$ cat src/hw/rtl/slm_pkg.sv
// Shared types and constants for the stereo level meter peak tagger.
package slm_pkg;

  // Configuration register indexes
  localparam int unsigned CFG_IDX_W = 3;
  localparam logic [CFG_IDX_W-1:0] CFG_METER_MODE    = 3'd0;
  localparam logic [CFG_IDX_W-1:0] CFG_PEAK_THRESHOLD = 3'd1;
  localparam logic [CFG_IDX_W-1:0] CFG_REARM_THRESHOLD = 3'd2;
  localparam logic [CFG_IDX_W-1:0] CFG_VU_COEF       = 3'd3;
  localparam logic [CFG_IDX_W-1:0] CFG_PEAK_RELEASE  = 3'd4;

  localparam int unsigned CFG_DATA_W = 24;
  localparam int unsigned THR_W      = 24;
  localparam int unsigned COEF_REG_W = 16;
  localparam int unsigned LEVEL_W    = 24;
  localparam int unsigned POS_W      = 48;
  localparam int unsigned OUT_DATA_W = 176;

  localparam logic [THR_W-1:0]      PEAK_THRESHOLD_RST  = 24'd7476617;
  localparam logic [THR_W-1:0]      REARM_THRESHOLD_RST = 24'd6663384;
  localparam logic [COEF_REG_W-1:0] VU_COEF_RST         = 16'd2488;
  localparam logic [COEF_REG_W-1:0] PEAK_RELEASE_RST    = 16'd64031;

  localparam int unsigned DEF_SAMPLE_BITS = 24;
  localparam int unsigned DEF_MAX_BLOCK   = 4096;
  localparam int unsigned DEF_COEF_BITS   = 16;

  // Operations of the shared arithmetic unit
  typedef enum logic [1:0] {
    OP_DIV,
    OP_MUL,
    OP_SQRT
  } au_op_e;

  typedef struct packed {
    logic   start;
    au_op_e op;
  } au_req_t;

endpackage

$ cat src/hw/rtl/slm_accum.sv
// Per-block accumulation of squared magnitudes, peaks and sample count.
module slm_accum import slm_pkg::*; #(
  parameter int unsigned SAMPLE_BITS = DEF_SAMPLE_BITS,
  parameter int unsigned MAX_BLOCK   = DEF_MAX_BLOCK
) (
  input  logic                                         clk_i,
  input  logic                                         rst_ni,
  input  logic                                         valid_i,
  input  logic                                         clear_i,
  input  logic [SAMPLE_BITS-1:0]                       sample_left_i,
  input  logic [SAMPLE_BITS-1:0]                       sample_right_i,
  output logic [2*SAMPLE_BITS-1+$clog2(MAX_BLOCK)-1:0] sum_left_o,
  output logic [2*SAMPLE_BITS-1+$clog2(MAX_BLOCK)-1:0] sum_right_o,
  output logic [SAMPLE_BITS-1:0]                       peak_left_o,
  output logic [SAMPLE_BITS-1:0]                       peak_right_o,
  output logic [$clog2(MAX_BLOCK+1)-1:0]               count_o
);

  localparam int unsigned SQ_W  = 2 * SAMPLE_BITS - 1;
  localparam int unsigned SUM_W = SQ_W + $clog2(MAX_BLOCK);
  localparam int unsigned CNT_W = $clog2(MAX_BLOCK + 1);

  logic [SUM_W-1:0]       sum_l_q, sum_l_d, sum_r_q, sum_r_d;
  logic [SAMPLE_BITS-1:0] pk_l_q, pk_l_d, pk_r_q, pk_r_d;
  logic [CNT_W-1:0]       cnt_q, cnt_d;
  logic [SAMPLE_BITS-1:0] mag_l, mag_r;
  logic [SQ_W-1:0]        sq_l, sq_r;

  // two's complement magnitude; the most negative code maps to 2^(N-1)
  assign mag_l = sample_left_i[SAMPLE_BITS-1]  ? (~sample_left_i + 1'b1)  : sample_left_i;
  assign mag_r = sample_right_i[SAMPLE_BITS-1] ? (~sample_right_i + 1'b1) : sample_right_i;
  assign sq_l  = SQ_W'(mag_l) * SQ_W'(mag_l);
  assign sq_r  = SQ_W'(mag_r) * SQ_W'(mag_r);

  always_comb begin
    sum_l_d = sum_l_q;
    sum_r_d = sum_r_q;
    pk_l_d  = pk_l_q;
    pk_r_d  = pk_r_q;
    cnt_d   = cnt_q;
    if (clear_i) begin
      sum_l_d = '0;
      sum_r_d = '0;
      pk_l_d  = '0;
      pk_r_d  = '0;
      cnt_d   = '0;
    end else if (valid_i && (cnt_q < CNT_W'(MAX_BLOCK))) begin
      sum_l_d = sum_l_q + SUM_W'(sq_l);
      sum_r_d = sum_r_q + SUM_W'(sq_r);
      if (mag_l > pk_l_q) pk_l_d = mag_l;
      if (mag_r > pk_r_q) pk_r_d = mag_r;
      cnt_d = cnt_q + 1'b1;
    end
  end

  always_ff @(posedge clk_i or negedge rst_ni) begin
    if (!rst_ni) begin
      sum_l_q <= '0;
      sum_r_q <= '0;
      pk_l_q  <= '0;
      pk_r_q  <= '0;
      cnt_q   <= '0;
    end else begin
      sum_l_q <= sum_l_d;
      sum_r_q <= sum_r_d;
      pk_l_q  <= pk_l_d;
      pk_r_q  <= pk_r_d;
      cnt_q   <= cnt_d;
    end
  end

  assign sum_left_o   = sum_l_q;
  assign sum_right_o  = sum_r_q;
  assign peak_left_o  = pk_l_q;
  assign peak_right_o = pk_r_q;
  assign count_o      = cnt_q;

endmodule

$ cat config.mk
export PLATFORM = sky130hd
export DESIGN_NAME = slm_accum
export DESIGN_NICKNAME = d
export VERILOG_FILES = /design/src/hw/rtl/slm_pkg.sv /design/src/hw/rtl/slm_accum.sv
export SDC_FILE = /design/constraint.sdc
export NUM_CORES = 2
export LEC_CHECK = 0
export BUFFER_PORTS_ARGS = -buffer_cell sky130_fd_sc_hd__buf_4
export CORE_ASPECT_RATIO = 0.9
export CORE_MARGIN = 5
export CORE_UTILIZATION = 41
export CTS_BUF_LIST = sky130_fd_sc_hd__clkbuf_4 sky130_fd_sc_hd__clkbuf_8
export CTS_CLUSTER_SIZE = 20
export DETAILED_ROUTE_END_ITERATION = 10
export SETUP_SLACK_MARGIN = 0.05
export SYNTH_ARGS = -nofsm -noshare
export SYNTH_HDL_FRONTEND = slang
export SYNTH_SLANG_ARGS = --single-unit
$ cat constraint.sdc
create_clock -name clk_i -period 4 [get_ports clk_i]
set_clock_uncertainty 0.05 [all_clocks]
set_input_delay 1 -clock clk_i [delete_from_list [all_inputs] [get_ports clk_i]]
set_output_delay 1 -clock clk_i [all_outputs]
set_load 0.02 [all_outputs]
# After elaboration in Yosys (flattened, before gate mapping)
# Index checks and enable logic that the tools add are counted.
dict set report op_classes {
  addsub 5
  n_mul 2
  div 0
  order_cmp 3
  n_eq_ne 0
  n_shift 0
  n_mux 14
  n_bitwise 2
  reduce_logical 6
}
# cell n
set op_table {}
lappend op_table {{59-bit two-way mux} 4}
lappend op_table {{24-bit two-way mux} 8}
lappend op_table {{59-bit by 47-bit adder with 59-bit output} 2}
lappend op_table {{24-bit by 24-bit multiplier with 47-bit output} 2}
lappend op_table {{24-bit by 1-bit adder with 24-bit output (second input constant)} 2}
lappend op_table {{24-bit greater-than comparator} 2}
lappend op_table {{24-bit inverter} 2}
lappend op_table {{13-bit two-way mux} 2}
lappend op_table {{13-bit by 1-bit adder with 13-bit output (second input constant)} 1}
lappend op_table {{13-bit less-than comparator (second input constant)} 1}
lappend op_table {{2-bit nonzero test} 3}
lappend op_table {{2-bit AND reduction} 2}
lappend op_table {{1-bit logical AND} 1}
dict set report totals {
  ff_bits 179
  latchBits 0
  ram_bits 0
  romBits 0
  in_bits 52
  output_inout_bits 179
  word_cells 37
  n_memories 0
}

# Logic depth before layout (Yosys ltp)
dict set report depth {
  depth_word 7
  mapped_depth 49
  mapped_depth_nobuf 46
}

# Least setup slack after synthesis
# OpenSTA, ideal clock, no wires.
dict set report synth_path {
  path_type {input -> register}
  startpoint {in sample_right_i[0]}
  endpoint {reg sum_r_q[52], in the netlist sum_right_o[52]}
  setup_time_ns 0.125
  t_arrival_ns 11.919
  required_ns 3.825
  setup_slack_ns -8.094
  path_stages 46
  path_buffers 5
  cell_sequence {clkbuf_1 inv_1 clkbuf_1 ha_1 or3b_1 or2_2 nand2b_1 or2_2 and2_1 xor2_1 clkbuf_1 nand2_1 fa_1 inv_1 fa_1 fa_1 inv_1 fa_1 [10 not listed] o21ai_0 a41oi_1 a2111o_1 a21oi_1 a41o_1 o21a_1 nor2_1 xnor2_1 ha_1 clkbuf_1 nand4_1 nor4_1 nand2_1 o21ai_0 o211ai_1 o21ai_0 nand4_1 mux2_2}
}
dict set report synth_via {
  elab_chain_cells 7
}
# item line_no
set synth_rtl {}
lappend synth_rtl {{start: declaration} slm_accum.sv:11} ;# input logic [SAMPLE_BITS-1:0] sample_right_i,
lappend synth_rtl {{24-bit inverter} slm_accum.sv:31} ;# assign mag_r = sample_right_i[SAMPLE_BITS-1] ? (~sample_right_i + 1'b1) : sample_right_i;
lappend synth_rtl {{24-bit by 1-bit adder with 24-bit output} slm_accum.sv:31}
lappend synth_rtl {{24-bit two-way mux (*)} slm_accum.sv:31}
lappend synth_rtl {{24-bit by 24-bit multiplier with 47-bit output (*)} slm_accum.sv:33} ;# assign sq_r = SQ_W'(mag_r) * SQ_W'(mag_r);
lappend synth_rtl {{59-bit by 47-bit adder with 59-bit output (*)} slm_accum.sv:49} ;# sum_r_d = sum_r_q + SUM_W'(sq_r);
lappend synth_rtl {{59-bit two-way mux (*)} slm_accum.sv:47} ;# end else if (valid_i && (cnt_q < CNT_W'(MAX_BLOCK))) begin
lappend synth_rtl {{59-bit two-way mux (*)} slm_accum.sv:41} ;# if (clear_i) begin
lappend synth_rtl {{end signal: assignment} slm_accum.sv:65} ;# sum_r_q <= sum_r_d;
lappend synth_rtl {{end: declaration} slm_accum.sv:23} ;# logic [SUM_W-1:0] sum_l_q, sum_l_d, sum_r_q, sum_r_d;
# Mark *: on every way between the ends. The rest lies on a longest branch, timed or not. The select of a mux whose other input is x is not followed.
# A chain may end at the register's enable or synchronous reset.

# Worst setup path in the final report
dict set report layout_path {
  startpoint {in sample_right_i[2]}
  endpoint {reg sum_r_q[52], in the netlist sum_right_o[52]}
}
# The elaborated chain is that of the path after synthesis.

==> impl_metrics.json <==
{
  "die_x_um": 361,
  "synth_top_area_share_pct": 37.2,
  "synth-edff-count": 0,
  "fin_crit_ns": 10.93,
  "yosysWarningCount": 0,
  "layout_setup_ws_ns": -6.93,
  "fin_util_pct": 57.5,
  "holdWs_ns": 0.292,
  "cp.required_ns": 4.47,
  "finalMaxSlewViolations": 0,
  "layoutNonFillerInstCount": 8159,
  "cts_tree": "built",
  "remaining_drc_errors": 0,
  "hpwl_um": 123000,
  "vias": 40955,
  "crit_type": "input port to register",
  "dp_cells": 7945,
  "grt_pass1_vias": 43548,
  "cp-start-kind": "input port",
  "clk_path_buf_depth": 2,
  "path_clk_slew_ns": 0.13,
  "cts.htree.levels": 4,
  "synth_area_sq_mm": 0.0456,
  "ys_seq_elements": 179,
  "crit_top_cell": "fa_1",
  "critPathSlowestCell": "fa_2",
  "synth_seq_area_share_pct": 9.83,
  "grt-ovfl-total": 0,
  "hold_viol": 0,
  "clk_latency_ns": 0.63,
  "viasPerCell": 5.02,
  "coreArea_sq_mm": 0.111,
  "totalWireLength_um": 150000,
  "drv_cap": 0,
  "syn_inst": 5247,
  "portBuffers": 230,
  "ios": 231,
  "rows": 116,
  "async_flop_share_pct": 100,
  "grt_max_degree": 118,
  "cts_sinks": 179,
  "finalSetupViolCount": 156,
  "rsz0062_at_grt": "true",
  "outcome": "finished with violations",
  "die_area_sq_mm": 0.118,
  "gp_congestion": 0.947,
  "path_max_fanout": 5,
  "grt_pass1_wl_um": 237000,
  "start_util_pct": 41.1,
  "grtUsageTotal_pct": 25.5,
  "syn2layout_area_growth_pct": 39.7,
  "antenna_found_initial": 2,
  "avgRoutedWirePerCell_um": 18.4,
  "drt_iter0_drc": 2451,
  "syn_area_per_cell_sq_um": 8.68,
  "slew_headroom_pct": 30.7,
  "r2r-start": "sum_left_o[3]",
  "die_h_um": 326,
  "firstDrtPassIters": 6,
  "violations": "setup timing",
  "fin_setup_tns_ns": -651.79,
  "fmax_mhz": 91.5,
  "cts_root_buf": "clkbuf_8",
  "fillers": 9670,
  "max_stage_delay_ns": 0.56,
  "final_layout_size_suffix_gt1_share_pct": 34.1,
  "cts_buffers": 17,
  "max_slew.worst_pin.slew_ns": 1.04,
  "postCtsHoldBufs": 0,
  "ys_types": 83,
  "period_share_pct": 273,
  "critPathCaptureType": "register",
  "nets": 8045,
  "hold_class": "input port to async pin",
  "cp-startpoint": "sample_right_i[2]",
  "synthFlopType": "dfrtp_1",
  "cp.arrival_ns": 11.40,
  "yosys.area.top_type": "fa_1",
  "drt.antenna.violating_nets": 0,
  "synthTopCellsByArea": "fa_1 37%, ha_1 13%, inv_1 11%"
}
state kept, by name, indices dropped and copies added, names as in the netlist:
register	cells
sum_left_o	59
peak_right_o	24
count_o	13
sum_right_o	59
peak_left_o	24
worst max-delay path, delay by kind of cell:
kind	cells	cell delay, ns
fa+ha+maj	9	4.07
simple gates	13	2.89
compound gates	7	2.01
buf+inv	9	0.76
xor+xnor	2	0.35
mux	1	0.32
metrics by stage:
stage               worst slack (ns)  area (sq um)
floorplan                      -6.78         46800
global placement               -7.60         58100
detailed placement             -7.70         58100
CTS                            -6.61         61700
global route                   -7.09         63600
finish                         -6.93         63600
layout make-up:
class | instances | area, sq um | area share (%)
Sequential cell | 179 | 4480 | 7.04
Clock inverter | 15 | 184 | 0.289
Multi-Input combinational cell | 3649 | 39800 | 62.6
Timing Repair Buffer | 1516 | 12100 | 19.0
Antenna cell | 1 | 2.50 | 0.00393
Inverter | 1307 | 4940 | 7.77
Clock buffer | 17 | 234 | 0.368
Tap cell | 1475 | 1850 | 2.90
final timing paths:
| kind | to | slack [ns] | depth (start not counted) |
|---|---|---|---|
| setup / recovery | sum_right_o[52] | -6.93 | 41 |
| hold / removal | sum_right_o[42] | 0.29 | 1 |
| setup reg to reg | sum_left_o[54] | 0.63 | 15 |
| hold reg to reg | sum_left_o[36] | 0.50 | 2 |
| max in group asynchronous | sum_right_o[12] | 2.60 | 2 |
| min in group clk_i | sum_left_o[36] | 0.50 | 2 |
synthesized netlist by cell type (10+ instances only):
| cell | instances |
|---|---|
| a211oi_1 | 64 |
| a21boi_0 | 12 |
| a21o_1 | 123 |
| a21oi_1 | 260 |
| a31oi_1 | 27 |
| and2_1 | 12 |
| and3_1 | 29 |
| buf_1 | 14 |
| clkbuf_1 | 122 |
| clkinv_1 | 17 |
| dfrtp_1 | 179 |
| fa_1 | 846 |
| ha_1 | 477 |
| inv_1 | 1280 |
| inv_2 | 10 |
| nand2_1 | 582 |
| nand2b_1 | 23 |
| nand3_1 | 62 |
| nand3b_1 | 10 |
| nand4_1 | 46 |
| nor2_1 | 385 |
| nor2b_1 | 26 |
| nor3_1 | 22 |
| o211ai_1 | 20 |
| o21a_1 | 22 |
| o21ai_0 | 117 |
| o21bai_1 | 28 |
| o31ai_1 | 12 |
| or3_1 | 26 |
| xnor2_1 | 138 |
| xor2_1 | 96 |
layout by cell type (no fill, tap or decap), drive strengths merged, types with 23 or more instances in the layout:
master | synthesis | routed
nand2 | 583 | 583
nor2 | 386 | 386
a21o | 123 | 123
or3 | 26 | 26
a211oi | 64 | 64
inv | 1290 | 1296
a21oi | 260 | 260
a31oi | 27 | 27
xor2 | 98 | 98
nor2b | 26 | 26
conb | 2 | 34
nand2b | 23 | 23
ha | 477 | 477
buf | 23 | 1515
o21ai | 123 | 123
o21bai | 28 | 28
xnor2 | 139 | 139
nand3 | 63 | 63
fa | 846 | 846
clkinv | 17 | 23
and3 | 29 | 29
dfrtp | 179 | 179
nand4 | 46 | 46
metal layers:
metal | routed length (um) | track usage (%) | vias up
met1 | 66400 | 35.7 | 20588
met5 | 122 | 1.23 | -
li1 | - | - | 19063
met4 | 3030 | 5.65 | 2
met3 | 13900 | 7.97 | 152
met2 | 66400 | 38.8 | 1150
logic make-up (layout without fill, tap and decap cells):
| group | Yosys count | after routing | share of synthesized area [%] |
|---|---|---|---|
| AOI/OAI and AO/OA | 775 | 776 | 10.9 |
| xor gates and xnor gates | 237 | 237 | 4.61 |
| adders and majority gates | 1323 | 1323 | 50.3 |
| buffers and inverters | 1452 | 2855 | 12.0 |
| DFF | 179 | 179 | 9.83 |
| muxes | 13 | 13 | 0.299 |
| other | 2 | 35 | 0.0165 |
| and+or+nand+nor | 1266 | 1266 | 12.0 |
repair_timing:
action | 4_1_cts | 5_1_grt
pin swaps | 334 | 239
gates cloned | 1 | 1
buffers inserted | 116 | 75
endpoints found under the hold margin | 0 | 0
endpoints found under the setup margin | 156 | 157
gates resized for setup | 497 | 319
Power is not shown: default switching activity piles up to over one toggle a cycle in this logic, so the estimate is an artifact.
