<file path="config.mk">
export PLATFORM = sky130hd
export DESIGN_NAME = slm_arith
export DESIGN_NICKNAME = d
export VERILOG_FILES = /design/src/hw/rtl/slm_pkg.sv /design/src/hw/rtl/slm_arith.sv
export SDC_FILE = /design/constraint.sdc
export NUM_CORES = 1
export LEC_CHECK = 0
export BUFFER_PORTS_ARGS = -buffer_cell sky130_fd_sc_hd__buf_4
export CAP_MARGIN = 20
export CORE_MARGIN = 10
export CORE_UTILIZATION = 59
export DETAILED_ROUTE_END_ITERATION = 6
export MAX_ROUTING_LAYER = met4
export PLACE_DENSITY_LB_ADDON = 0.2
export REMOVE_ABC_BUFFERS = 1
export SLEW_MARGIN = 20
export SYNTH_ARGS = -nofsm -noshare
export SYNTH_HDL_FRONTEND = slang
export SYNTH_SLANG_ARGS = --single-unit
</file>
<file path="constraint.sdc">
create_clock -name clk_i -period 9.76 [get_ports clk_i]
set_input_delay 0.976 -clock clk_i [delete_from_list [all_inputs] [get_ports clk_i]]
set_output_delay 0.976 -clock clk_i [all_outputs]
set_load 0.01 [all_outputs]
</file>
<file path="src/hw/rtl/slm_pkg.sv">
// Shared types and constants for the stereo level meter peak tagger.
package slm_pkg;

  // Configuration register indexes
  localparam int unsigned CFG_IDX_W = 3;
  localparam logic [CFG_IDX_W-1:0] CFG_METER_MODE    = 3'd0;
  localparam logic [CFG_IDX_W-1:0] CFG_PEAK_THRESHOLD = 3'd1;
  localparam logic [CFG_IDX_W-1:0] CFG_REARM_THRESHOLD = 3'd2;
  localparam logic [CFG_IDX_W-1:0] CFG_VU_COEF       = 3'd3;
  localparam logic [CFG_IDX_W-1:0] CFG_PEAK_RELEASE  = 3'd4;

  localparam int unsigned CFG_DATA_W = 24;
  localparam int unsigned THR_W      = 24;
  localparam int unsigned COEF_REG_W = 16;
  localparam int unsigned LEVEL_W    = 24;
  localparam int unsigned POS_W      = 48;
  localparam int unsigned OUT_DATA_W = 176;

  localparam logic [THR_W-1:0]      PEAK_THRESHOLD_RST  = 24'd7476617;
  localparam logic [THR_W-1:0]      REARM_THRESHOLD_RST = 24'd6663384;
  localparam logic [COEF_REG_W-1:0] VU_COEF_RST         = 16'd2488;
  localparam logic [COEF_REG_W-1:0] PEAK_RELEASE_RST    = 16'd64031;

  localparam int unsigned DEF_SAMPLE_BITS = 24;
  localparam int unsigned DEF_MAX_BLOCK   = 4096;
  localparam int unsigned DEF_COEF_BITS   = 16;

  // Operations of the shared arithmetic unit
  typedef enum logic [1:0] {
    OP_DIV,
    OP_MUL,
    OP_SQRT
  } au_op_e;

  typedef struct packed {
    logic   start;
    au_op_e op;
  } au_req_t;

endpackage

</file>
<file path="src/hw/rtl/slm_arith.sv">
// Shared iterative unit: restoring divide, shift-add multiply, digit square root.
module slm_arith import slm_pkg::*; #(
  parameter int unsigned SAMPLE_BITS = DEF_SAMPLE_BITS,
  parameter int unsigned MAX_BLOCK   = DEF_MAX_BLOCK
) (
  input  logic                                                    clk_i,
  input  logic                                                    rst_ni,
  input  au_req_t                                                 req_i,
  input  logic [2*SAMPLE_BITS-1+$clog2(MAX_BLOCK)-1:0]            a_i,
  input  logic [(($clog2(MAX_BLOCK+1) > COEF_REG_W) ?
                 $clog2(MAX_BLOCK+1) : COEF_REG_W)-1:0]           b_i,
  output logic                                                    done_o,
  output logic [2*SAMPLE_BITS-1+$clog2(MAX_BLOCK)+COEF_REG_W-1:0] res_o
);

  localparam int unsigned SQ_W   = 2 * SAMPLE_BITS - 1;
  localparam int unsigned SUM_W  = SQ_W + $clog2(MAX_BLOCK);
  localparam int unsigned CNT_W  = $clog2(MAX_BLOCK + 1);
  localparam int unsigned B_W    = (CNT_W > COEF_REG_W) ? CNT_W : COEF_REG_W;
  localparam int unsigned RES_W  = SUM_W + COEF_REG_W;
  localparam int unsigned K      = (SQ_W + 1) / 2;
  localparam int unsigned REM_W  = (CNT_W + 1 > K + 3) ? CNT_W + 1 : K + 3;
  localparam int unsigned STEP_W = $clog2(SUM_W + 1);

  logic             busy_q, busy_d, done_q, done_d;
  au_op_e           op_q, op_d;
  logic [STEP_W-1:0] step_q, step_d;
  logic [RES_W-1:0] a_q, a_d, acc_q, acc_d;
  logic [B_W-1:0]   b_q, b_d;
  logic [REM_W-1:0] rem_q, rem_d, rem_sh, trial;

  always_comb begin
    busy_d = busy_q;
    done_d = 1'b0;
    op_d   = op_q;
    step_d = step_q;
    a_d    = a_q;
    b_d    = b_q;
    acc_d  = acc_q;
    rem_d  = rem_q;
    rem_sh = '0;
    trial  = '0;
    if (req_i.start) begin
      busy_d = 1'b1;
      op_d   = req_i.op;
      a_d    = RES_W'(a_i);
      b_d    = b_i;
      acc_d  = '0;
      rem_d  = '0;
      case (req_i.op)
        OP_DIV:  step_d = STEP_W'(SUM_W);
        OP_MUL:  step_d = STEP_W'(COEF_REG_W);
        OP_SQRT: step_d = STEP_W'(K);
        default: step_d = STEP_W'(1);
      endcase
    end else if (busy_q) begin
      case (op_q)
        OP_DIV: begin
          rem_sh = {rem_q[REM_W-2:0], a_q[SUM_W-1]};
          a_d    = a_q << 1;
          if (rem_sh >= REM_W'(b_q)) begin
            rem_d = rem_sh - REM_W'(b_q);
            acc_d = {acc_q[RES_W-2:0], 1'b1};
          end else begin
            rem_d = rem_sh;
            acc_d = {acc_q[RES_W-2:0], 1'b0};
          end
        end
        OP_MUL: begin
          acc_d = acc_q + (b_q[0] ? a_q : '0);
          a_d   = a_q << 1;
          b_d   = b_q >> 1;
        end
        OP_SQRT: begin
          rem_sh = {rem_q[REM_W-3:0], a_q[2*K-1 -: 2]};
          trial  = REM_W'({acc_q[K-1:0], 2'b01});
          a_d    = a_q << 2;
          if (rem_sh >= trial) begin
            rem_d = rem_sh - trial;
            acc_d = {acc_q[RES_W-2:0], 1'b1};
          end else begin
            rem_d = rem_sh;
            acc_d = {acc_q[RES_W-2:0], 1'b0};
          end
        end
        default: acc_d = acc_q;
      endcase
      step_d = step_q - 1'b1;
      if (step_q == STEP_W'(1)) begin
        busy_d = 1'b0;
        done_d = 1'b1;
      end
    end
  end

  always_ff @(posedge clk_i or negedge rst_ni) begin
    if (!rst_ni) begin
      busy_q <= 1'b0;
      done_q <= 1'b0;
      op_q   <= OP_DIV;
      step_q <= '0;
    end else begin
      busy_q <= busy_d;
      done_q <= done_d;
      op_q   <= op_d;
      step_q <= step_d;
    end
  end

  always_ff @(posedge clk_i) begin
    a_q   <= a_d;
    b_q   <= b_d;
    acc_q <= acc_d;
    rem_q <= rem_d;
  end

  assign done_o = done_q;
  assign res_o  = acc_q;

endmodule
</file>
Word level (Yosys, flattened, before mapping)

Cells that the tools add are included.

Register bits: 202
Input port bits: 80
Output and inout port bits: 76
Word-level logic and storage cells: 56

Add/sub/neg operators: 4
Magnitude comparators: 2
Eq/ne operators: 5
Muxes and demuxes: 22
Reduce and logical (&&, ||, !) cells: 14

Operators by type and width:

| operator                                                           | count |
|---|---|
| 75-bit one-hot mux with 3 select lines                             | 1 |
| 75-bit one-hot mux with 2 select lines                             | 1 |
| 59-bit 2-to-1 mux                                                  | 2 |
| 75-bit adder                                                       | 1 |
| 75-bit 2-to-1 mux                                                  | 1 |
| 26-bit 2-to-1 mux                                                  | 2 |
| 26-bit one-hot mux with 2 select lines                             | 1 |
| 16-bit 2-to-1 mux                                                  | 3 |
| 27-bit by 16-bit greater-or-equal comparator with 1-bit output     | 1 |
| 27-bit by 26-bit greater-or-equal comparator with 1-bit output     | 1 |
| 26-bit by 16-bit subtractor with 26-bit output                     | 1 |
| 26-bit subtractor                                                  | 1 |
| 6-bit one-hot mux with 3 select lines                              | 1 |
| 6-bit 2-to-1 mux                                                   | 2 |
| 2-bit AND reduction                                                | 5 |
| 1-bit 2-to-1 mux                                                   | 8 |
| 2-bit nonzero test                                                 | 4 |
| 6-bit by 1-bit == test with 1-bit output, second input constant    | 1 |
| 3-bit nonzero test                                                 | 2 |
| 6-bit by 1-bit subtractor with 6-bit output, second input constant | 1 |
| 2-bit by 1-bit == test with 1-bit output, second input constant    | 2 |
| 2-bit == test, second input constant                               | 2 |
| 2-bit zero test                                                    | 2 |
| 2-bit OR reduction                                                 | 1 |

Longest topological paths before layout

Gate-level depths: netlist of the first run.

Word-level depth: 5
Gate-level depth with buffers: 16
Gate-level depth less buffers: 14

Worst setup path after synthesis of the first run

Ideal clock, no wire load.

Path type: input -> register
From: input req_i[2] (netlist name)
To: register a_q[0] (enable)
Setup time: 427 ps
Arrival: 3461 ps
Required time: 9333 ps
Setup slack: 5872 ps
Stages on the path: 4
Path buffers: 2
Cell sequence: clkbuf_1 clkbuf_1 a21o_1 nand2b_1

Longest elaborated chain between the ends: 2
Elaborated cells on any way between the ends: 3
Those cells by class: reduce/logical: 3

Ends and longest elaborated chain:

| element                                                                          | RTL line         | source |
|---|---|---|
| from (decl)                                                                      | slm_arith.sv:8   | `input au_req_t req_i,` |
| 3-bit nonzero test (no source line) / 2-bit nonzero test (equally long branches) | -                |  |
| 2-bit AND reduction (no source line) (*)                                         | -                |  |
| to (signal assigned)                                                             | slm_arith.sv:111 | `a_q <= a_d;` |
| to (decl)                                                                        | slm_arith.sv:28  | `logic [RES_W-1:0] a_q, a_d, acc_q, acc_d;` |

Every way passes the cells marked *; elsewhere a longest branch is shown, timed or not.
A chain may end at the register's enable or synchronous reset.

Final worst setup path of the first run

From: register b_q[0]
To: register acc_q[72], in the netlist res_o[72]

Longest elaborated chain between the ends: 3

Ends and longest elaborated chain:

| element                                | RTL line         | source |
|---|---|---|
| from (decl)                            | slm_arith.sv:29  | `logic [B_W-1:0] b_q, b_d;` |
| from (signal assigned)                 | slm_arith.sv:112 | `b_q <= b_d;` |
| 75-bit 2-to-1 mux                      | slm_arith.sv:70  | `acc_d = acc_q + (b_q[0] ? a_q : '0);` |
| 75-bit adder                           | slm_arith.sv:70  |  |
| 75-bit one-hot mux with 3 select lines | slm_arith.sv:57  | `case (op_q)` |
| to (signal assigned)                   | slm_arith.sv:113 | `acc_q <= acc_d;` |
| to (decl)                              | slm_arith.sv:28  |  |

No other way between the ends.

==> results by group, run 1 <==
Yosys
  – Number of flops mapped to enable cells by yosys: 75
  – Number of register bits inferred by synthesis: 202
  – Number of warnings reported in the yosys synthesis log: 0
  – Average footprint of a synthesized cell: 8.00 sq um
  – Number of distinct library cells after synthesis: 88
  – Largest cells by area after synthesis: sky130_fd_sc_hd__dfxtp_1, sky130_fd_sc_hd__edfxtp_1, sky130_fd_sc_hd__ha_1, sky130_fd_sc_hd__nand2_1, sky130_fd_sc_hd__o21ai_0
  – Most numerous cell in the Yosys netlist: sky130_fd_sc_hd__nand2_1
  – Post-synth design cell area: 0.0170 sq mm
  – Main flop type after synthesis: sky130_fd_sc_hd__dfxtp_1
  – Number of instances in the synthesized netlist: 2128
  – Async set-reset flop share out of synthesis: 4.95%
  – Synth cell count leaders: sky130_fd_sc_hd__nand2_1, sky130_fd_sc_hd__o21ai_0, sky130_fd_sc_hd__a21oi_1
  – Synth area leader: sky130_fd_sc_hd__dfxtp_1
  – Sequential element share of the synthesized area: 28.5%
  – Fraction of post-synthesis cell area in the top cell type by area: 13.8%

STA
  – Maximum clock rate: 0.232 GHz
  – Final Max Tran Viols: 0
  – Final setup violating endpoints: 0
  – Final Cycle Share: 44.2%
  – Setup Total Neg Slack: 0 ns
  – Final critical path time including I/O delays and setup: 4.31 ns
  – Worst clock skew: 0.0194 ns
  – Worst-Margin Slew: 1.08 ns
  – Worst hold-check slack: 0.250 ns
  – Setup repair after global routing missed its margin: no
  – Remaining max-slew budget at the tightest pin: 27.9%
  – Final hold violation count: 0

Placed design
  – HPWL after detailed placement: 38.6 mm
  – GPL Wtd Cong: 1.02
  – Count of input and output buffers: 155
  – Total placed cells including tap cells: 2536

Global route
  – Initial antenna violation count: 0
  – Gr ovfl total: 0
  – Wire length of the first global-routing pass: 84.8 mm
  – Global Route Usage Sum: 28.8%
  – Vias in the first global route: 15800
  – Largest net degree at the start of global routing: 171

Clocking
  – Insertion delay to the later sink of the worst-skew pair: 0.55 ns
  – CTS Root Cell: sky130_fd_sc_hd__clkbuf_16
  – TritonCTS clock tree: yes
  – CTS buffer count: 26
  – Worst-path clk slew: 0.06 ns
  – Clock tree sinks: 202
  – Clock Path Buffers: 3
  – Deepest level of the CTS H-tree: 1
  – CTS resizes: 0
  – Quantity of hold-fixing buffers added after cts: 0
  – Setup bufs post-CTS: 0

Job
  – Max-capacitance violation count: 0

Pwr
  – Power per cell area: 244 mW/mm^2
  – Worst vdd rail ir drop: 0.222 mV
  – Total chip power: 4.66 mW
  – Static Leak: 8.13 nW

Floorplan
  – Vertical die dimension: 190 um
  – Area of the placeable core: 0.0285 sq mm
  – Starting utilization of the core area: 59.6%
  – Die outline area: 0.0360 sq mm
  – Number of top-level pins: 156
  – Number of placement rows: 62
  – Die extent in x: 190 um

Layout
  – Area used by multi-input combinational logic: 0.0114 sq mm
  – Number of nets in the layout: 2387
  – Fill cells: 2449
  – Area growth from synthesis to final layout: 12.3%
  – Antenna Cells: 0
  – FF/Latch Area: 0.00484 sq mm
  – Share of post-route cells with drive strength above 1: 11.3%
  – Utilization of the core after routing: 67.0%
  – Final Instance Count excl. Fillers: 2584

Worst setup path
  – Required time of the worst setup path: 10.16 ns
  – FF-to-FF setup slack: 5.45 ns
  – R2R depth: 15
  – Start-to-end type of the worst setup path: reg -> reg
  – Crit end category: flop
  – Largest fanout on the critical path: 76
  – Kind of start point of the critical path: flop
  – Arrival time of the worst setup path: 4.71 ns

Drt
  – Residual antenna-violating net count after detailed routing: 0
  – Average wire length per cell after detail routing: 20.4 um
  – Router iterations before antenna repair: 5
  – Number of design-rule violations left by the first detailed-router iteration: 1465
  – Routed wire length: 52.7 mm
  – Avg Vias per Cell: 6.43
  – Residual DRC count: 0
  – Routed vias: 16600

Min path
  – HP Class: in -> async

Run status
  – Run status: finished clean
-- sequential cells by signal, summed over array words and instances, names as in the netlist --
register / count
a_q: 75
b_q: 16
busy_q: 1
done_o: 1
op_q: 2
rem_q: 26
res_o: 75
step_q: 6
-- worst paths after layout --
kind / startpoint / end
setup / recovery: b_q[0] / res_o[72]
hold / removal: rst_ni / step_q[4]
setup reg to reg: b_q[0] / res_o[72]
hold reg to reg: rem_q[25] / rem_q[25]
max in group asynchronous: rst_ni / done_o
min in group clk_i: rem_q[25] / rem_q[25]
-- power breakdown --
group / internal [mW] / leakage (nW) / switching (mW) / total, mW
clock network: 0.594 / 0.432 / 0.401 / 0.995
logic: 0.985 / 5.83 / 1.44 / 2.43
registers: 1.04 / 1.87 / 0.196 / 1.24
-- final cells by class --
class / count / share of cell area [%]
well taps: 384 / 2.51
clock buffers: 34 / 3.72
inverters: 77 / 1.51
repair buffers: 167 / 6.66
clock inverters: 14 / 0.851
flip-flops and latches: 202 / 25.3
multi-input cells: 1706 / 59.4
-- metrics by stage --
stage	instance area (sq um)	setup WS (ns)
floorplan	16500	2.48
global placement	18200	5.56
detailed placement	18200	5.47
CTS	19100	5.46
global route	19100	5.12
finish	19100	5.45
-- layout by cell type, fill, tap and decap left out, drive strengths merged, types with 11 or more instances in the layout --
cell	Yosys	routed
a211o	11	11
a211oi	67	67
a21o	55	55
a21oi	161	161
a221oi	59	59
a31oi	22	22
and2	84	84
and3	15	15
buf	25	166
clkbuf	118	35
dfxtp	117	117
edfxtp	75	75
ha	125	125
inv	76	78
mux2i	80	80
nand2	230	230
nand2b	17	17
nand3	33	33
nand4	32	32
nor2	148	148
nor3	70	70
nor4	12	12
o211ai	35	35
o21a	22	22
o21ai	172	172
o21bai	17	17
o31ai	11	11
xnor2	53	53
xor2	48	48
-- layer usage --
layer	wire [um]	up-vias	GRT usage [%]
li1	-	7978	-
met1	24300	7949	39.3
met4	1210	0	6.84
met5	0	-	-
met3	3420	88	3.88
met2	23800	596	44.4
-- logic make-up (layout without fill, tap and decap cells) --
| logic type | count (synthesis) | after routing | share of synthesized area (%) |
|---|---|---|---|
| compound gates | 705 | 705 | 27.5 |
| simple gates | 690 | 690 | 19.5 |
| buf+inv | 220 | 292 | 5.03 |
| flops | 202 | 202 | 28.5 |
| fa+ha+maj | 127 | 127 | 9.42 |
| xor+xnor | 101 | 101 | 5.20 |
| mux | 83 | 83 | 4.90 |
-- worst max-delay path: stages (launching register included) --
cell and delay [ns]:
sky130_fd_sc_hd__edfxtp_1 0.33, sky130_fd_sc_hd__buf_4 0.50, sky130_fd_sc_hd__and2_1 0.23, sky130_fd_sc_hd__ha_1 0.16
sky130_fd_sc_hd__inv_1 0.05, sky130_fd_sc_hd__fa_1 0.39, sky130_fd_sc_hd__nand2b_1 0.21, sky130_fd_sc_hd__a211oi_2 0.34
sky130_fd_sc_hd__a21boi_1 0.16, sky130_fd_sc_hd__a211oi_2 0.36, sky130_fd_sc_hd__o21ai_1 0.23, sky130_fd_sc_hd__a2111oi_2 0.45
sky130_fd_sc_hd__nor3_1 0.14, sky130_fd_sc_hd__nor3_1 0.23, sky130_fd_sc_hd__mux2i_1 0.22, sky130_fd_sc_hd__o211ai_1 0.12
Power figures use the tool's default switching activity.
==> run 2: changes to the inputs <==
CORE_UTILIZATION = 56   (was 59)
clock period = 3.66 ns   (was 9.76 ns; I/O delays follow)
==> run 2 against run 1 <==
  * Core utilization increased by 1.9 points
  * Worst setup slack got worse by 5.4 ns
  * Sequential share of layout area decreased by 1.7 points
  * Flip-flop and latch count unchanged
  * Highest routed layer unchanged
==> results by group, run 2 (synthesis gave the netlist of run 1 again) <==
Run status
  – Run status: finished clean

STA
  – Final Max Tran Viols: 0 (unchanged)
  – Final hold violation count: 0 (unchanged)
  – Final setup violating endpoints: 0 (unchanged)
  – Maximum clock rate: 0.275 GHz (+19%)
  – Worst clock skew: 0.0235 ns (+0.00411 ns)
  – PnR worst setup slack: 0.0279 ns (-5.42 ns)
  – Final Cycle Share: 99.2% (+55 points)
  – Setup Total Neg Slack: 0 ns (unchanged)
  – Worst-Margin Slew: 0.863 ns (-0.219 ns)
  – Remaining max-slew budget at the tightest pin: 42.5% (+15 points)
  – Final critical path time including I/O delays and setup: 3.63 ns (-0.682 ns)
  – Setup repair after global routing missed its margin: yes

Worst setup path
  – Required time of the worst setup path: 4.07 ns (-6.09 ns)
  – Start-to-end type of the worst setup path: reg -> reg
  – Dominant cell type by count on the critical path: sky130_fd_sc_hd__o21ai_0
  – R2R depth: 14 (-1)
  – Cell type group with the largest total delay on the critical path: compound AO/OA/AOI/OAI gates
  – Cell at the slowest stage of the critical path: sky130_fd_sc_hd__or3b_2
  – Arrival time of the worst setup path: 4.04 ns (-0.67 ns)
  – Kind of start point of the critical path: flop
  – FF-to-FF setup slack: 0.03 ns (-5.42 ns)
  – Cell Chain, Critical Path: buf_12 > and2_1 > ha_1 > buf_4 > a21oi_1 > o21ai_0 > a22oi_1 > nor2b_2 > or3b_2 > a21oi_4 > o21ai_0 > xor2_1 > a221oi_1 > nor3_1
  – Worst Path Buf+Inv: 2 (unchanged)
  – Crit end category: flop
  – Largest fanout on the critical path: 30 (-61%)
  – Source of the worst register-to-register timing path: b_q[0]
  – Slowest cell delay on critical path: 0.49 ns (about the same)
  – End of the worst register-to-register path: res_o[33]

Drt
  – Residual antenna-violating net count after detailed routing: 0 (unchanged)
  – Routed wire length: 55.4 mm (+5.0%)
  – Residual DRC count: 0 (unchanged)
  – Avg Vias per Cell: 6.26 (-2.7%)
  – Routed vias: 17000 (+2.3%)
  – Number of design-rule violations left by the first detailed-router iteration: 1598 (+9.1%)
  – Router iterations before antenna repair: 6 (+1)
  – Average wire length per cell after detail routing: 20.4 um (about the same)

Clocking
  – Insertion delay to the later sink of the worst-skew pair: 0.55 ns (about the same)
  – Deepest level of the CTS H-tree: 1 (unchanged)
  – Worst-path clk slew: 0.06 ns (about the same)
  – Clock tree sinks: 202 (unchanged)
  – CTS buffer count: 25 (-3.8%)
  – TritonCTS clock tree: yes
  – Clock Path Buffers: 3 (unchanged)
  – CTS Root Cell: sky130_fd_sc_hd__clkbuf_16

Floorplan
  – Vertical die dimension: 194 um (+2.4%)
  – Area of the placeable core: 0.0298 sq mm (+4.4%)
  – Die extent in x: 194 um (+2.4%)
  – Die outline area: 0.0378 sq mm (+4.8%)
  – Number of placement rows: 63 (+1.6%)
  – Number of top-level pins: 156 (unchanged)
  – Starting utilization of the core area: 57.1% (-2.5 points)

Pwr
  – Switching part of the total: 43.2% (-0.55 points)
  – Clock network power share: 18.9% (-2.4 points)
  – Worst vdd rail ir drop: 0.686 mV (+210%)
  – Combinational group share of total power: 55.1% (+3.0 points)
  – Power share of the sequential group: 25.9% (-0.7 points)
  – Net switching component of the power: 5.51 mW (+170%)
  – Power per cell area: 621 mW/mm^2 (+150%)
  – Design internal power: 7.25 mW (+180%)
  – Static Leak: 8.79 nW (+8.1%)

Global route
  – Largest net degree at the start of global routing: 123 (-28%)
  – Vias in the first global route: 16100 (+1.9%)
  – Gr ovfl total: 0 (unchanged)
  – Initial antenna violation count: 0 (unchanged)
  – Global Route Usage Sum: 28.3% (-0.51 points)
  – Wire length of the first global-routing pass: 88.0 mm (+3.7%)

Layout
  – Share of post-route cells with drive strength above 1: 18.6% (+7.3 points)
  – Antenna Cells: 0 (unchanged)
  – Fill cells: 2478 (+1.2%)
  – Commonest cells after routing, fill and taps aside: sky130_fd_sc_hd__buf_4, sky130_fd_sc_hd__nand2_1, sky130_fd_sc_hd__o21ai_0
  – Design area: 0.0205 sq mm (+7.4%)
  – Most frequent standard cell in the layout excluding fill and tap cells: sky130_fd_sc_hd__buf_4
  – Number of nets in the layout: 2513 (+5.3%)
  – Area growth from synthesis to final layout: 20.6%

Job
  – Max-capacitance violation count: 0 (unchanged)

Placed design
  – GPL Wtd Cong: 0.983 (-3.7%)
  – Count of input and output buffers: 155 (unchanged)
  – Post-placement cell area: 0.0193 sq mm (+5.6%)
  – Worst setup slack before clock tree synthesis: -0.156 ns (-5.62 ns)
  – HPWL after detailed placement: 41.1 mm (+6.6%)

Min path
  – Capture endpoint of the worst hold path: op_q[1]
  – Hold Path Depth: 3
  – Hold Path Origin: req_i[1]
  – HP Class: in -> reg
## run 2: cell types whose count changed in the layout (fill, tap and decap cells not counted), sizes merged
cell | previous run | this run
bufinv | 3 | 0
inv | 78 | 77
clkbuf | 35 | 43
buf | 166 | 292
clkinv | 10 | 4
dlygate4sd3 | 0 | 1
## run 2: cell type report
| type | instances | area [sq um] | share of cell area, % |
|---|---|---|---|
| Inverter | 77 | 289 | 1.41 |
| Sequential cell | 202 | 4840 | 23.6 |
| Tap cell | 390 | 488 | 2.38 |
| Timing Repair Buffer | 294 | 2350 | 11.5 |
| Multi-Input combinational cell | 1706 | 11800 | 57.3 |
| Clock inverter | 4 | 23.8 | 0.116 |
| Clock buffer | 42 | 771 | 3.75 |
## run 2: stage by stage
step	power, mW	util [%]	hold slack (ns)	std cells
global placement	9.94	64.6	0.199	2661
floorplan	7.95	-	0.0704	1985
CTS	12.6	67.6	0.0357	2708
finish	12.8	68.9	0.0641	2715
global route	13.6	68.9	0.0751	2715
detailed placement	10.1	64.6	0.199	2661
## run 2: worst max path at each step
stage / startpoint / slack [ns] / endpoint / cells past startpoint
6_report: b_q[0] / 0.03 / res_o[33] / 14
5_1_grt: b_q[0] / -0.06 / res_o[33] / 14
4_1_cts: b_q[0] / 0.006 / res_o[64] / 13
3_5_place_dp: b_q[0] / -0.16 / res_o[54] / 15
3_3_place_gp: b_q[0] / -0.16 / res_o[54] / 15
2_1_floorplan: op_q[0] / -3.62 / a_q[0] / 4
## run 2: worst register-to-register path, stage by stage, from the launching register on
cell,delay [ns]
sky130_fd_sc_hd__edfxtp_1,0.44
sky130_fd_sc_hd__buf_12,0.20
sky130_fd_sc_hd__and2_1,0.17
sky130_fd_sc_hd__ha_1,0.28
sky130_fd_sc_hd__buf_4,0.17
sky130_fd_sc_hd__a21oi_1,0.20
sky130_fd_sc_hd__o21ai_0,0.18
sky130_fd_sc_hd__a22oi_1,0.24
sky130_fd_sc_hd__nor2b_2,0.19
sky130_fd_sc_hd__or3b_2,0.49
sky130_fd_sc_hd__a21oi_4,0.20
sky130_fd_sc_hd__o21ai_0,0.13
sky130_fd_sc_hd__xor2_1,0.16
sky130_fd_sc_hd__a221oi_1,0.33
sky130_fd_sc_hd__nor3_1,0.10
## run 2: layer usage
| metal | vias to the layer above | track usage (%) | part of all wire, % |
|---|---|---|---|
| met5 | - | - | 0 |
| met4 | 0 | 5.79 | 2.0 |
| met3 | 75 | 3.79 | 6.6 |
| met2 | 619 | 43.4 | 45 |
| met1 | 8069 | 39.1 | 46 |
| li1 | 8222 | - | - |
## run 2: power by group through the flow
stage / registers (mW) / logic (mW) / clock network (mW)
after floorplan: 3.19 / 4.76 / 0
after global placement: 3.31 / 6.62 / 0
after detailed placement: 3.32 / 6.74 / 0
after CTS: 3.28 / 6.81 / 2.46
after global routing: 3.35 / 7.72 / 2.54
final: 3.31 / 7.04 / 2.42
## run 2: timing repair
item | CTS | global route
endpoints found under the setup margin | 24 | 44
setup buffers | 0 | 7
pin swaps | 1 | 23
resized for setup | 15 | 69
hold buffers | 1 | 0
endpoints found under the hold margin | 10 | 0
==> run 3: changes to the inputs <==
ABC_AREA = 1   (was not set)
CORE_UTILIZATION = 57   (was 56)
==> run 3 against run 2 <==
  * The flow now finishes with violations (DRC)
  * First-iteration DRC count rose by 77%
  * Sequential share of layout area decreased by 2.4 points
  * Combinational power up 8.1%
  * Sequential power increased by 2%
  * Flip-flop and latch count did not move
  * Worst setup slack better by 0.038 ns
  * Maximum frequency rose by 1.1%
  * Total power grew 6.4%
  * Critical path type unchanged
  * Highest routed layer unchanged
==> results by group, run 3 <==
Placed design
  – HPWL after detailed placement: 63.4 mm (+54%)
  – Count of input and output buffers: 155 (unchanged)
  – Post-placement cell area: 0.0220 sq mm (+14%)
  – GPL Wtd Cong: 1.11 (+13%)

Worst setup path
  – Worst Path Buf+Inv: 2 (unchanged)
  – Slowest cell delay on critical path: 0.46 ns (-0.03 ns)
  – Cell Chain, Critical Path: buf_12 > nand2_1 > inv_1 > ha_1 > nand2_1 > nor2_1 > nand2_1 > nor2_1 > nand4_1 > nand3_1 > nand2_1 > nand3_1 > nand3_1 > a21oi_1
  – Start-to-end type of the worst setup path: reg -> reg
  – Required time of the worst setup path: 4.16 ns (+0.09 ns)
  – Crit end category: flop
  – Largest fanout on the critical path: 74 (+150%)
  – Cell at the slowest stage of the critical path: sky130_fd_sc_hd__edfxtp_1
  – Cell type group with the largest total delay on the critical path: simple AND/OR/NAND/NOR gates
  – Kind of start point of the critical path: flop
  – Arrival time of the worst setup path: 4.09 ns (+0.05 ns)
  – Dominant cell type by count on the critical path: sky130_fd_sc_hd__nand2_1

Yosys
  – Adder and majority gate portion of the synthesized area: 7.86% (-1.6 points)
  – Area fraction in compound gates after synthesis: 16.3% (-11 points)
  – Portion of netlist area occupied by mux cells: 0% (-4.9 points)
  – Largest cells by area after synthesis: sky130_fd_sc_hd__nand2_1, sky130_fd_sc_hd__dfxtp_1, sky130_fd_sc_hd__edfxtp_1, sky130_fd_sc_hd__inv_1, sky130_fd_sc_hd__a21oi_1
  – Number of register bits inferred by synthesis: 202 (unchanged)
  – Combinational family with the most area after synthesis: simple AND/OR/NAND/NOR gates
  – Number of instances in the synthesized netlist: 3561 (+67%)
  – Most numerous cell in the Yosys netlist: sky130_fd_sc_hd__nand2_1
  – Fraction of post-synthesis cell area in the top cell type by area: 21.8% (+8.0 points)
  – Async set-reset flop share out of synthesis: 4.95% (unchanged)
  – Synth area leader: sky130_fd_sc_hd__nand2_1
  – Number of warnings reported in the yosys synthesis log: 0 (unchanged)
  – XOR/XNOR Fraction of Synth Area: 1.16% (-4.0 points)
  – Sequential element share of the synthesized area: 23.7% (-4.7 points)
  – Synth cell count leaders: sky130_fd_sc_hd__nand2_1, sky130_fd_sc_hd__inv_1, sky130_fd_sc_hd__a21oi_1
  – Post-synth design cell area: 0.0204 sq mm (+20%)
  – Post-synthesis share of cell area spent on and, or, nand and nor gates: 37.6% (+18 points)
  – Number of flops mapped to enable cells by yosys: 75 (unchanged)
  – Number of distinct library cells after synthesis: 47 (-47%)
  – Main flop type after synthesis: sky130_fd_sc_hd__dfxtp_1
  – Average footprint of a synthesized cell: 5.73 sq um (-28%)

Layout
  – Fill cells: 3368 (+36%)
  – Design area: 0.0229 sq mm (+11%)
  – Antenna Cells: 0 (unchanged)
  – Area growth from synthesis to final layout: 12.1%
  – Share of post-route cells with drive strength above 1: 7.76% (-11 points)
  – Most frequent standard cell in the layout excluding fill and tap cells: sky130_fd_sc_hd__nand2_1
  – Commonest cells after routing, fill and taps aside: sky130_fd_sc_hd__nand2_1, sky130_fd_sc_hd__inv_1, sky130_fd_sc_hd__a21oi_1
  – Number of nets in the layout: 3875 (+54%)

Global route
  – Largest net degree at the start of global routing: 104 (-15%)
  – Global Route Usage Sum: 35.9% (+7.6 points)
  – Initial antenna violation count: 0 (unchanged)
  – Gr ovfl total: 0 (unchanged)
  – Wire length of the first global-routing pass: 124 mm (+41%)
  – Vias in the first global route: 22300 (+39%)

Clocking
  – Clock tree sinks: 202 (unchanged)
  – Worst-path clk slew: 0.06 ns (about the same)
  – Clock Path Buffers: 3 (unchanged)
  – CTS buffer count: 25 (unchanged)
  – Deepest level of the CTS H-tree: 1 (unchanged)
  – Insertion delay to the later sink of the worst-skew pair: 0.57 ns (+0.02 ns)
  – CTS Root Cell: sky130_fd_sc_hd__clkbuf_16
  – TritonCTS clock tree: yes

Min path
  – HP Class: in -> reg

Drt
  – Routed vias: 24200 (+43%)
  – Met3 wire length: 7.25 mm (+100%)
  – Router iterations before antenna repair: 7 (+1)
  – Avg Vias per Cell: 5.84 (-6.6%)
  – Number of design-rule violations left by the first detailed-router iteration: 2829 (+77%)
  – Average wire length per cell after detail routing: 19.4 um (-4.7%)
  – Top Metal Used: met4
  – Residual antenna-violating net count after detailed routing: 0 (unchanged)
  – Residual DRC count: 1 (+1)
  – Routed wire length: 80.6 mm (+46%)
  – Detailed-routed wire length on met2: 37.3 mm (+50%)
  – Met1 wire length: 32.5 mm (+27%)

STA
  – Remaining max-slew budget at the tightest pin: 38.0% (-4.5 points)
  – Final critical path time including I/O delays and setup: 3.59 ns (-0.0378 ns)
  – Worst clock skew: 0.0312 ns (+0.00769 ns)
  – Worst hold-check slack: 0.0522 ns (-0.0119 ns)
  – Setup repair after global routing missed its margin: no
  – Maximum clock rate: 0.278 GHz (+1.1%)
  – Final hold violation count: 0 (unchanged)
  – Final Cycle Share: 98.2% (-1.0 points)
  – Worst-Margin Slew: 0.930 ns (+0.0674 ns)
  – Final Max Tran Viols: 0 (unchanged)
  – Final setup violating endpoints: 0 (unchanged)

Floorplan
  – Vertical die dimension: 209 um (+7.7%)
  – Die outline area: 0.0438 sq mm (+16%)
  – Area of the placeable core: 0.0355 sq mm (+19%)
  – Number of placement rows: 69 (+9.5%)
  – Starting utilization of the core area: 57.5% (+0.39 points)
  – Number of top-level pins: 156 (unchanged)
  – Die extent in x: 209 um (+7.7%)

Run status
  – Failing checks: DRC
  – Run status: finished with violations

Pwr
  – Power per cell area: 593 mW/mm^2 (-4.5%)
  – Static Leak: 12.2 nW (+39%)
  – Worst vdd rail ir drop: 0.647 mV (-5.6%)

Job
  – Max-capacitance violation count: 0 (unchanged)
==> run 3: cell types whose count changed after synthesis, moves of 32 or more <==
cell and delta:
sky130_fd_sc_hd__a221oi_1 -45, sky130_fd_sc_hd__a21oi_1 +275, sky130_fd_sc_hd__nor2_1 +156, sky130_fd_sc_hd__mux2i_1 -80, sky130_fd_sc_hd__o211ai_1 -32, sky130_fd_sc_hd__a211oi_1 -63, sky130_fd_sc_hd__nand3_1 +175, sky130_fd_sc_hd__and2_1 -81
sky130_fd_sc_hd__xnor2_1 -46, sky130_fd_sc_hd__a21o_1 -55, sky130_fd_sc_hd__inv_1 +517, sky130_fd_sc_hd__nand2_1 +953
==> run 3: power breakdown <==
| part | total [mW] | internal, mW | switching (mW) |
|---|---|---|---|
| sequential | 3.36 | 2.78 | 0.579 |
| combinational | 7.61 | 2.52 | 5.09 |
| clock | 2.61 | 1.48 | 1.12 |
==> run 3: what timing repair did <==
item                                    CTS  global route
setup buffers                             0             0
endpoints found under the hold margin    10             0
resized for setup                         0             1
endpoints found under the setup margin    0             1
hold buffers                              1             0
==> run 3: layer usage <==
layer	GRT usage [%]	vias to the layer above
met2	57.5	1341
met5	-	-
met3	4.58	213
met4	14.7	0
li1	-	11600
met1	45.0	11100
==> run 3: final cells by class <==
| cell class | count | area [sq um] | share of cell area (%) |
|---|---|---|---|
| tap | 461 | 577 | 2.52 |
| sequential | 202 | 4840 | 21.2 |
| inverter | 605 | 2270 | 9.94 |
| multi-input combinational | 2645 | 12900 | 56.2 |
| clock buffer | 34 | 731 | 3.19 |
| timing repair buffer | 189 | 1480 | 6.45 |
| clock inverter | 12 | 111 | 0.487 |
==> run 3: worst paths after layout <==
| check | startpoint | endpoint | slack, ns | cells after the start |
|---|---|---|---|---|
| setup / recovery | b_q[0] | res_o[71] | 0.07 | 14 |
| hold / removal | req_i[1] | op_q[1] | 0.05 | 3 |
| setup reg to reg | b_q[0] | res_o[71] | 0.07 | 14 |
| hold reg to reg | rem_q[25] | rem_q[25] | 0.50 | 2 |
| max in group asynchronous | rst_ni | step_q[5] | 3.33 | 2 |
| min in group asynchronous | rst_ni | done_o | 0.18 | 2 |
==> run 3: cells by family (layout without fill, tap and decap cells) <==
group,count (synthesis),in the layout
AND/OR/NAND/NOR,1856,1856
XOR/XNOR,27,27
AO/OA/AOI/OAI,635,635
buffers and inverters,714,840
adder cells (fa/ha/maj),127,127
flip-flops,202,202
==> run 3: stage by stage <==
| stage | cells | setup TNS [ns] | utilization (%) | setup WS, ns | power, mW |
|---|---|---|---|---|---|
| after floorplan | 3452 | -212.33 | - | -1.29 | 8.44 |
| after global placement | 4101 | 0 | 62.0 | 0.178 | 10.6 |
| after detailed placement | 4101 | 0 | 62.0 | 0.276 | 10.8 |
| after CTS | 4148 | 0 | 64.4 | 0.234 | 13.4 |
| after global routing | 4148 | 0 | 64.5 | 0.0753 | 14.5 |
| final | 4148 | 0 | 64.5 | 0.0657 | 13.6 |
==> run 3: tightest hold or removal path, delay by kind of cell <==
kind	cells	cell delay (ns)
compound gates	1	0.06
buf+inv	1	0.10
simple gates	1	0.05
